--- src/hdl/nsr_pkg.sv ---
// Shared types and constants for the Newton square root block.
// Used by the controller, the datapath, the top level and the checker.
package nsr_pkg;

    // Fixed field widths.
    localparam int WORD_W  = 32;
    localparam int STEPS_W = 7;
    localparam int TOL_W   = 16;
    localparam int PROD_W  = 2 * WORD_W;
    localparam int DEN_W   = WORD_W + 1;

    // Defaults for the top-level parameters.
    localparam int MAX_STEPS_DEF = 32;
    localparam int FRAC_BITS_DEF = 16;

    // Quotient bits produced by the bit-serial divider, one per cycle.
    localparam int DIV_BITS = PROD_W;
    localparam int DIV_CNT_W = $clog2(DIV_BITS);

    localparam logic [TOL_W-1:0] TOL_RESET = TOL_W'(1);

    typedef enum logic [1:0] {
        ST_CONVERGED  = 2'd0,
        ST_DIVERGED   = 2'd1,
        ST_LIMIT      = 2'd2,
        ST_ZERO_GUESS = 2'd3
    } t_status;

    typedef enum logic [2:0] {
        S_IDLE,
        S_CHECK,
        S_MUL,
        S_DIFF,
        S_DIV,
        S_UPD,
        S_FIN
    } t_state;

    // Commands from the controller to the datapath.
    typedef struct packed {
        logic load;
        logic check;
        logic mul;
        logic div_init;
        logic div_step;
        logic update;
        logic out_load;
    } t_cmd;

    // Status from the datapath to the controller.
    typedef struct packed {
        logic zero_guess;
        logic finish;
    } t_flags;

endpackage

--- src/hdl/nsr_ctrl.sv ---
// Controller state machine for the Newton square root block.
// Depends on nsr_pkg; drives nsr_dp through t_cmd and reads t_flags.
module nsr_ctrl (
    input  logic           i_clk,
    input  logic           i_rst_n,
    input  logic           i_in_valid,
    output logic           o_in_stall,
    input  logic           i_out_stall,
    output logic           o_out_valid,
    input  nsr_pkg::t_flags i_flags,
    output nsr_pkg::t_cmd   o_cmd
);
    import nsr_pkg::*;

    t_state               r_state, n_state;
    logic [DIV_CNT_W-1:0] r_bit_cnt, n_bit_cnt;
    logic                 r_out_valid, n_out_valid;
    logic                 out_free;

    // The output register can take a new word when empty or being emptied.
    assign out_free    = !r_out_valid || !i_out_stall;
    assign o_out_valid = r_out_valid;
    assign o_in_stall  = (r_state != S_IDLE);

    // State, divider bit counter and output valid registers.
    always_ff @(posedge i_clk) begin
        if (!i_rst_n) begin
            r_state     <= S_IDLE;
            r_bit_cnt   <= '0;
            r_out_valid <= 1'b0;
        end else begin
            r_state     <= n_state;
            r_bit_cnt   <= n_bit_cnt;
            r_out_valid <= n_out_valid;
        end
    end

    // Next state and datapath commands.
    always_comb begin
        n_state     = r_state;
        n_bit_cnt   = r_bit_cnt;
        n_out_valid = r_out_valid && i_out_stall;
        o_cmd       = '0;
        case (r_state)
            S_IDLE: begin
                if (i_in_valid) begin
                    o_cmd.load = 1'b1;
                    n_state    = S_CHECK;
                end
            end
            S_CHECK: begin
                o_cmd.check = 1'b1;
                n_state     = i_flags.zero_guess ? S_FIN : S_MUL;
            end
            S_MUL: begin
                o_cmd.mul = 1'b1;
                n_state   = S_DIFF;
            end
            S_DIFF: begin
                o_cmd.div_init = 1'b1;
                n_bit_cnt      = '0;
                n_state        = S_DIV;
            end
            S_DIV: begin
                o_cmd.div_step = 1'b1;
                n_bit_cnt      = r_bit_cnt + 1'b1;
                if (r_bit_cnt == DIV_CNT_W'(DIV_BITS - 1)) begin
                    n_state = S_UPD;
                end
            end
            S_UPD: begin
                o_cmd.update = 1'b1;
                n_state      = i_flags.finish ? S_FIN : S_MUL;
            end
            S_FIN: begin
                if (out_free) begin
                    o_cmd.out_load = 1'b1;
                    n_out_valid    = 1'b1;
                    n_state        = S_IDLE;
                end
            end
            default: begin
                n_state = S_IDLE;
            end
        endcase
    end

endmodule

--- src/hdl/nsr_dp.sv ---
// Datapath for the Newton square root block: multiplier, bit-serial
// divider, step update and result registers. Depends on nsr_pkg.
module nsr_dp #(
    parameter int MAX_STEPS = nsr_pkg::MAX_STEPS_DEF,
    parameter int FRAC_BITS = nsr_pkg::FRAC_BITS_DEF
) (
    input  logic                        i_clk,
    input  logic                        i_rst_n,
    input  nsr_pkg::t_cmd               i_cmd,
    output nsr_pkg::t_flags             o_flags,
    input  logic                        i_cfg_valid,
    input  logic [nsr_pkg::TOL_W-1:0]   i_cfg_tolerance,
    input  logic [nsr_pkg::WORD_W-1:0]  i_radicand,
    input  logic [nsr_pkg::WORD_W-1:0]  i_initial_guess,
    output logic [nsr_pkg::WORD_W-1:0]  o_root,
    output logic [nsr_pkg::STEPS_W-1:0] o_steps_taken,
    output logic [1:0]                  o_status
);
    import nsr_pkg::*;

    logic [TOL_W-1:0]   r_tol;
    logic [WORD_W-1:0]  r_n, r_g, r_prev;
    logic               r_have_prev;
    logic [STEPS_W-1:0] r_steps;
    logic [PROD_W-1:0]  r_sq;
    logic               r_ge;
    logic [DEN_W-1:0]   r_rem;
    logic [PROD_W-1:0]  r_quo;
    logic [WORD_W-1:0]  r_res_root;
    logic [STEPS_W-1:0] r_res_steps;
    t_status            r_res_status;
    logic [WORD_W-1:0]  r_root;
    logic [STEPS_W-1:0] r_steps_out;
    t_status            r_status_out;

    logic [PROD_W-1:0]  nn;
    logic [DEN_W-1:0]   den;
    logic [DEN_W:0]     rem_sh;
    logic               q_bit;
    logic [WORD_W-1:0]  sub_wide;
    logic [PROD_W:0]    sum_wide;
    logic [WORD_W-1:0]  g_next, step;
    logic [STEPS_W-1:0] steps_nx;
    logic               diverged, converged, at_limit;

    // Radicand at the scale of the square, divisor 2g.
    assign nn  = {{WORD_W{1'b0}}, r_n} << FRAC_BITS;
    assign den = {r_g, 1'b0};

    // One restoring division step: shift in the next dividend bit, compare.
    assign rem_sh = {r_rem, r_quo[PROD_W-1]};
    assign q_bit  = (rem_sh >= {1'b0, den});

    // Next guess: subtract the correction, or add it with saturation.
    // A downward correction never exceeds g/2, so it fits in a word.
    assign sub_wide = r_g - r_quo[WORD_W-1:0];
    assign sum_wide = {{(WORD_W+1){1'b0}}, r_g} + {1'b0, r_quo};
    always_comb begin
        if (r_ge) begin
            g_next = sub_wide;
        end else if (sum_wide > {{(WORD_W+1){1'b0}}, {WORD_W{1'b1}}}) begin
            g_next = {WORD_W{1'b1}};
        end else begin
            g_next = sum_wide[WORD_W-1:0];
        end
    end

    // Step size and the stop tests; divergence takes precedence.
    assign step      = (g_next >= r_g) ? (g_next - r_g) : (r_g - g_next);
    assign steps_nx  = r_steps + 1'b1;
    assign diverged  = r_have_prev && (step > r_prev);
    assign converged = (step <= {{(WORD_W-TOL_W){1'b0}}, r_tol});
    assign at_limit  = (steps_nx == STEPS_W'(MAX_STEPS));

    assign o_flags.zero_guess = (r_g == '0);
    assign o_flags.finish     = diverged || converged || at_limit;

    // Tolerance register, written through the configuration port.
    always_ff @(posedge i_clk) begin
        if (!i_rst_n) begin
            r_tol <= TOL_RESET;
        end else if (i_cfg_valid) begin
            r_tol <= i_cfg_tolerance;
        end
    end

    // Working registers of the iteration.
    always_ff @(posedge i_clk) begin
        if (i_cmd.load) begin
            r_n         <= i_radicand;
            r_g         <= i_initial_guess;
            r_have_prev <= 1'b0;
            r_steps     <= '0;
        end
        if (i_cmd.check) begin
            r_res_root   <= '0;
            r_res_steps  <= '0;
            r_res_status <= ST_ZERO_GUESS;
        end
        if (i_cmd.mul) begin
            r_sq <= r_g * r_g;
        end
        if (i_cmd.div_init) begin
            r_ge  <= (r_sq >= nn);
            r_quo <= (r_sq >= nn) ? (r_sq - nn) : (nn - r_sq);
            r_rem <= '0;
        end
        if (i_cmd.div_step) begin
            r_rem <= q_bit ? DEN_W'(rem_sh - {1'b0, den}) : rem_sh[DEN_W-1:0];
            r_quo <= {r_quo[PROD_W-2:0], q_bit};
        end
        if (i_cmd.update) begin
            r_steps     <= steps_nx;
            r_res_steps <= steps_nx;
            if (diverged) begin
                r_res_root   <= r_g;
                r_res_status <= ST_DIVERGED;
            end else if (converged) begin
                r_res_root   <= g_next;
                r_res_status <= ST_CONVERGED;
            end else begin
                r_res_root   <= g_next;
                r_res_status <= ST_LIMIT;
                r_g          <= g_next;
                r_prev       <= step;
                r_have_prev  <= 1'b1;
            end
        end
        if (i_cmd.out_load) begin
            r_root       <= r_res_root;
            r_steps_out  <= r_res_steps;
            r_status_out <= r_res_status;
        end
    end

    assign o_root        = r_root;
    assign o_steps_taken = r_steps_out;
    assign o_status      = r_status_out;

endmodule

--- src/hdl/newton_square_root_core.sv ---
// Top level of the Newton square root block: controller plus datapath.
// Depends on nsr_pkg, nsr_ctrl and nsr_dp.
//
// Usage:
// Input channel: i_in_valid with i_radicand and i_initial_guess (unsigned,
// FRAC_BITS fraction bits); the block holds o_in_stall high while busy.
// Output channel: o_out_valid with o_root, o_steps_taken and o_status; the
// receiver holds i_out_stall high to keep the word in place.
// Configuration: i_cfg_tolerance is written when i_cfg_valid is high;
// o_cfg_ready is always high. Write only while the block is idle.
// Sequence: after acceptance the block checks the guess, then runs k Newton
// steps (k = 0 for a zero guess) before its word is loaded for output. Each
// step forms the square, forms the dividend, runs the bit-serial divider
// and then updates the guess. One item is in work at a time; the next is
// accepted while a finished word still waits in the output register. If
// that register is still full when the next result is ready, the block
// waits until the receiver takes it.
// Reset (synchronous, active low) empties the output register, returns the
// controller to idle and sets the tolerance to 1.
module newton_square_root_core #(
    parameter int MAX_STEPS = nsr_pkg::MAX_STEPS_DEF,
    parameter int FRAC_BITS = nsr_pkg::FRAC_BITS_DEF
) (
    input  logic                        i_clk,
    input  logic                        i_rst_n,
    input  logic                        i_in_valid,
    output logic                        o_in_stall,
    input  logic [nsr_pkg::WORD_W-1:0]  i_radicand,
    input  logic [nsr_pkg::WORD_W-1:0]  i_initial_guess,
    output logic                        o_out_valid,
    input  logic                        i_out_stall,
    output logic [nsr_pkg::WORD_W-1:0]  o_root,
    output logic [nsr_pkg::STEPS_W-1:0] o_steps_taken,
    output logic [1:0]                  o_status,
    input  logic                        i_cfg_valid,
    output logic                        o_cfg_ready,
    input  logic [nsr_pkg::TOL_W-1:0]   i_cfg_tolerance
);
    import nsr_pkg::*;

    t_cmd   cmd;
    t_flags flags;

    assign o_cfg_ready = 1'b1;

    // Sequencer.
    nsr_ctrl u_ctrl (
        .i_clk       (i_clk),
        .i_rst_n     (i_rst_n),
        .i_in_valid  (i_in_valid),
        .o_in_stall  (o_in_stall),
        .i_out_stall (i_out_stall),
        .o_out_valid (o_out_valid),
        .i_flags     (flags),
        .o_cmd       (cmd)
    );

    // Arithmetic and result registers.
    nsr_dp #(
        .MAX_STEPS (MAX_STEPS),
        .FRAC_BITS (FRAC_BITS)
    ) u_dp (
        .i_clk           (i_clk),
        .i_rst_n         (i_rst_n),
        .i_cmd           (cmd),
        .o_flags         (flags),
        .i_cfg_valid     (i_cfg_valid),
        .i_cfg_tolerance (i_cfg_tolerance),
        .i_radicand      (i_radicand),
        .i_initial_guess (i_initial_guess),
        .o_root          (o_root),
        .o_steps_taken   (o_steps_taken),
        .o_status        (o_status)
    );

endmodule

--- config.mk ---
export PLATFORM = sky130hd
export DESIGN_NAME = newton_square_root_core
export DESIGN_NICKNAME = d
export VERILOG_FILES = /design/src/hdl/nsr_pkg.sv /design/src/hdl/nsr_ctrl.sv /design/src/hdl/nsr_dp.sv /design/src/hdl/newton_square_root_core.sv
export SDC_FILE = /design/constraint.sdc
export NUM_CORES = 2
export LEC_CHECK = 0
export BUFFER_PORTS_ARGS = -buffer_cell sky130_fd_sc_hd__buf_2
export CAP_MARGIN = 20
export CORE_MARGIN = 2
export CORE_UTILIZATION = 66
export CTS_CLUSTER_SIZE = 8
export DETAILED_ROUTE_END_ITERATION = 7
export HOLD_SLACK_MARGIN = 0.1
export PLACE_DENSITY_LB_ADDON = 0.1
export SYNTH_ARGS = -nofsm -noshare
export SYNTH_HDL_FRONTEND = slang
export SYNTH_SLANG_ARGS = --single-unit
export TNS_END_PERCENT = 10
--- constraint.sdc ---
create_clock -name i_clk -period 12.1 [get_ports i_clk]
set_input_delay 0 -clock i_clk [delete_from_list [all_inputs] [get_ports i_clk]]
set_output_delay 0 -clock i_clk [all_outputs]
set_load 0.02 [all_outputs]
==> key figures <==
CTS
  • Cts bufs inserted: 54
  • H-tree depth: 2
  • Number of buffers on the longest clock path: 3
  • Clock sinks: approximately 370
  • Worst-path clk slew: 0.06 ns
  • # Post-CTS Setup Buffers: 0
  • CTS Root Cell: sky130_fd_sc_hd__clkbuf_16
  • TritonCTS clock tree: built
  • Clock Latency Late Sink: roughly 0.65 ns

Worst setup path
  • Critical path buffer and inverter count: 5
  • Signal arrival time at the worst endpoint: 11.73 ns
  • Worst setup path class: flip-flop to flip-flop
  • Maximum fanout along the worst path: 25
  • Worst Setup Start Kind: flip-flop
  • Slack of the worst reg-to-reg path: 0.74 ns
  • Terminus of the critical flop-to-flop path: u_dp.r_res_root[1]$_SDFFCE_PN0P_
  • Origin of the critical flop-to-flop path: u_dp.r_quo[16]$_DFFE_PP_
  • First element of the critical path: u_dp.r_quo[16]$_DFFE_PP_
  • CP max stage delay: roughly 0.63 ns
  • Number of cells traversed by the worst register-to-register path: 42
  • Required arrival time at the worst endpoint: 12.47 ns
  • Total number of cells along the worst setup path: 42
  • Kind of cell with the highest combined delay on the critical path: compound AO/OA/AOI/OAI gates
  • Setup crit end: u_dp.r_res_root[1]$_SDFFCE_PN0P_
  • Slowest library cell on the worst path: sky130_fd_sc_hd__o21ai_0
  • Critical Path Sink Type: flip-flop

Timing
  • Aggregate negative setup slack: 0 ns
  • Max Clock Skew: 0.0793 ns
  • Final setup viols: 0
  • Post-route worst setup slack: 0.742 ns
  • Number of hold violations in the final report: 0
  • Period utilization: between 90% and 100%
  • Achievable clock frequency: 0.0880 GHz
  • Post-route minimum period: 11.36 ns
  • Max-slew violation count: 0
  • Setup repair after global routing missed its margin: false
  • Headroom to the max-slew limit: 18.8%
  • Worst hold slack after final layout: roughly 0.25 ns
  • Measured slew at the worst slew-check pin: about 1.2 ns

Placed design
  • Count of input and output buffers: 127
  • Weighted congestion at the end of routability-driven global placement: around 1.1
  • Dpl ws: 0.710 ns
  • Half-perimeter wire length after detailed placement: 146 mm

Routing
  • DRC violations left: 0
  • Vias: 47,378
  • Number of nets still failing antenna checks after routing: 0
  • Final WL: 193 mm
  • Detailed-route wire length per cell: 25.4 um
  • Via-to-Cell Ratio: 6.25
  • Number of DRC markers after the initial detailed-route iteration: 4,966
  • Detailed Routing Iterations Pass 1: 8

Logic synthesis
  • Most common library cells after synthesis: sky130_fd_sc_hd__inv_1 (1,180), sky130_fd_sc_hd__fa_1 (813), sky130_fd_sc_hd__nor2_1 (552), sky130_fd_sc_hd__ha_1 (543), sky130_fd_sc_hd__nand2_1 (489)
  • Async set-or-reset flop fraction in the synthesized netlist: 0%
  • Post-Syn Nets: between 7,000 and 8,000
  • Leading post-synthesis cells by cell area: sky130_fd_sc_hd__fa_1 (29%), sky130_fd_sc_hd__edfxtp_1 (17%), sky130_fd_sc_hd__ha_1 (12%)
  • Yosys warning total: 0
  • Most frequently used cell type in the post-synthesis netlist: sky130_fd_sc_hd__inv_1
  • Count of unique library cells instantiated by Yosys: 85
  • Gate Count Post-Synth: 6,211
  • Proportion of synthesized chip area in sequential cells: between 10% and 20%
  • Cell type with the highest aggregate area in the netlist: sky130_fd_sc_hd__fa_1
  • EDFF count, synth: approximately 310
  • Top FF cell, synth: sky130_fd_sc_hd__edfxtp_1
  • Summed instance area of the synthesized netlist: roughly 57,000 um^2
  • Flops & latches, synth: 373
  • Post-Synthesis Mean Instance Area: ~9 um^2
  • Share of the synthesized area in the top cell type: 28.8%

Layout
  • Area added between synthesis and finish: 8.84%
  • Fraction of final layout cells sized beyond drive strength 1: under 10%
  • Final #Nets: about 7,800
  • Number of fill cells in the layout: approximately 6,300

Min path
  • Origin of the worst min-delay path: i_initial_guess[27]
  • Class of the worst hold path: input pin to flip-flop

Floorplanning
  • Starting utilization of the core area: 66.6%
  • Die Area: 88,100 um^2
  • Number of placement rows: 107
  • Chip Height: 297 um
  • Number of primary I/O pins: ~130
  • Core area: ~85,000 um^2
  • DIE WIDTH: 297 um

Flow run
  • Max-cap violations: 0

GRT
  • Vias in the first global route: 48,864
  • Antenna violations before repair: 8
  • Met1 GRT Util: 52.9%
  • Remaining global-route overflow: 0
  • Maximum number of pins on one net before global-route repair: 89
  • Global-route usage over all layers: between 40% and 50%
  • Global-route met2 utilization: 68.8%
  • Highest-utilization routing layer at the global route stage: met2
  • Global-route wire length before repair: 292 mm
  • Met3 Usage GRT: 11.7%

Outcome
  • Status: completed
## sequential cells by signal, indices dropped and copies added, names as in the netlist, 6 cells and up
signal              count
u_dp.r_res_steps        7
u_dp.o_root            32
u_dp.r_n               32
u_dp.o_steps_taken      7
u_dp.r_prev            32
u_dp.r_tol             16
u_dp.r_g               32
u_dp.r_sq              63
u_dp.r_rem             33
u_dp.r_res_root        32
u_dp.r_steps            7
u_ctrl.r_bit_cnt        6
u_dp.r_quo             64
## what timing repair did
action                                  4_1_cts  5_1_grt
hold buffers                                149        0
gates resized for setup                       0        4
hold endpoints to repair                    161        0
endpoints found under the setup margin        0       66
## worst reg2reg max path: cells and delay by family, from the launching register on
kind                     cells  cell delay, ns
XOR/XNOR                     1            0.14
multiplexers                 1            0.33
flip-flops                   1            0.35
adder cells (fa/ha/maj)      3            1.10
buffers and inverters        5            1.03
AO/OA/AOI/OAI               20            5.19
AND/OR/NAND/NOR             12            2.96
## how the worst min path moves through the flow
stage / to / depth (start not counted) / slack, ns
after floorplan: u_dp.r_n[0]$_DFFE_PP_ / 0 / 0.1
after global placement: u_dp.r_n[24]$_DFFE_PP_ / 1 / 0.18
after detailed placement: u_dp.r_n[11]$_DFFE_PP_ / 1 / 0.18
after CTS: u_dp.r_g[4]$_DFF_P_ / 4 / 0.23
after global routing: u_dp.r_g[26]$_DFF_P_ / 4 / 0.27
final: u_dp.r_g[27]$_DFF_P_ / 4 / 0.25
## layout by cell type, fill, tap and decap left out, types with 29 or more instances in the layout
cell type / Yosys / routed
sky130_fd_sc_hd__a31oi_1: 49 / 49
sky130_fd_sc_hd__mux2i_1: 104 / 104
sky130_fd_sc_hd__inv_1: 1180 / 1178
sky130_fd_sc_hd__xnor2_1: 173 / 173
sky130_fd_sc_hd__dfxtp_1: 59 / 58
sky130_fd_sc_hd__nand3_1: 79 / 79
sky130_fd_sc_hd__fa_1: 813 / 813
sky130_fd_sc_hd__nand2_1: 489 / 488
sky130_fd_sc_hd__or3_1: 31 / 30
sky130_fd_sc_hd__o211ai_1: 31 / 31
sky130_fd_sc_hd__clkbuf_16: 0 / 54
sky130_fd_sc_hd__nor2b_1: 62 / 60
sky130_fd_sc_hd__o31ai_1: 29 / 29
sky130_fd_sc_hd__buf_2: 21 / 127
sky130_fd_sc_hd__o21ai_0: 217 / 217
sky130_fd_sc_hd__nor4_1: 34 / 34
sky130_fd_sc_hd__buf_4: 5 / 100
sky130_fd_sc_hd__edfxtp_1: 314 / 314
sky130_fd_sc_hd__o21a_1: 47 / 47
sky130_fd_sc_hd__nor3_1: 71 / 71
sky130_fd_sc_hd__xor2_1: 84 / 84
sky130_fd_sc_hd__ha_1: 543 / 543
sky130_fd_sc_hd__a211oi_1: 33 / 33
sky130_fd_sc_hd__o21bai_1: 49 / 49
sky130_fd_sc_hd__a21oi_1: 378 / 376
sky130_fd_sc_hd__nor2_1: 552 / 551
sky130_fd_sc_hd__a21o_1: 128 / 128
sky130_fd_sc_hd__clkbuf_1: 196 / 30
sky130_fd_sc_hd__nand2b_1: 39 / 38
sky130_fd_sc_hd__dlygate4sd3_1: 0 / 149
sky130_fd_sc_hd__nand4_1: 68 / 68
## metrics by stage
| step | std cells | cell area (um^2) | utilization (%) |
|---|---|---|---|
| final | 7575 | 61600 | 72.5 |
| after global routing | 7568 | 61600 | 72.4 |
| after CTS | 7566 | 61500 | 72.4 |
| after detailed placement | 7326 | 58500 | 68.8 |
| after global placement | 7326 | 58500 | 68.8 |
| after floorplan | 6211 | 56600 | - |
## routing by layer
layer | share of wire [%] | routed length [um]
met1 | 35 | 67200
met2 | 45 | 86500
met3 | 11 | 21800
met4 | 9.0 | 17300
met5 | 0.022 | 42
## kinds of logic after synthesis
family / Yosys count / share of synthesized area [%]
AND/OR/NAND/NOR: 1523 / 12.1
buffers and inverters: 1447 / 9.70
adder cells (fa/ha/maj): 1356 / 40.8
AO/OA/AOI/OAI: 1140 / 12.7
flip-flops: 373 / 18.7
XOR/XNOR: 257 / 3.98
multiplexers: 114 / 2.04
other: 1 / 0.00663
## final cells by class
cell class | count | area (um^2) | area share (%)
multi-input combinational | 4391 | 40600 | 65.8
sequential | 373 | 10600 | 17.2
inverter | 1190 | 4470 | 7.26
timing repair buffer | 378 | 2920 | 4.73
clock buffer | 85 | 1480 | 2.40
tap | 1144 | 1430 | 2.32
clock inverter | 6 | 111 | 0.181
antenna | 8 | 20.0 | 0.0325
Power is left out: the tool's default activity adds up to more than one toggle a clock period on the data nets, which glitch-free logic cannot reach.
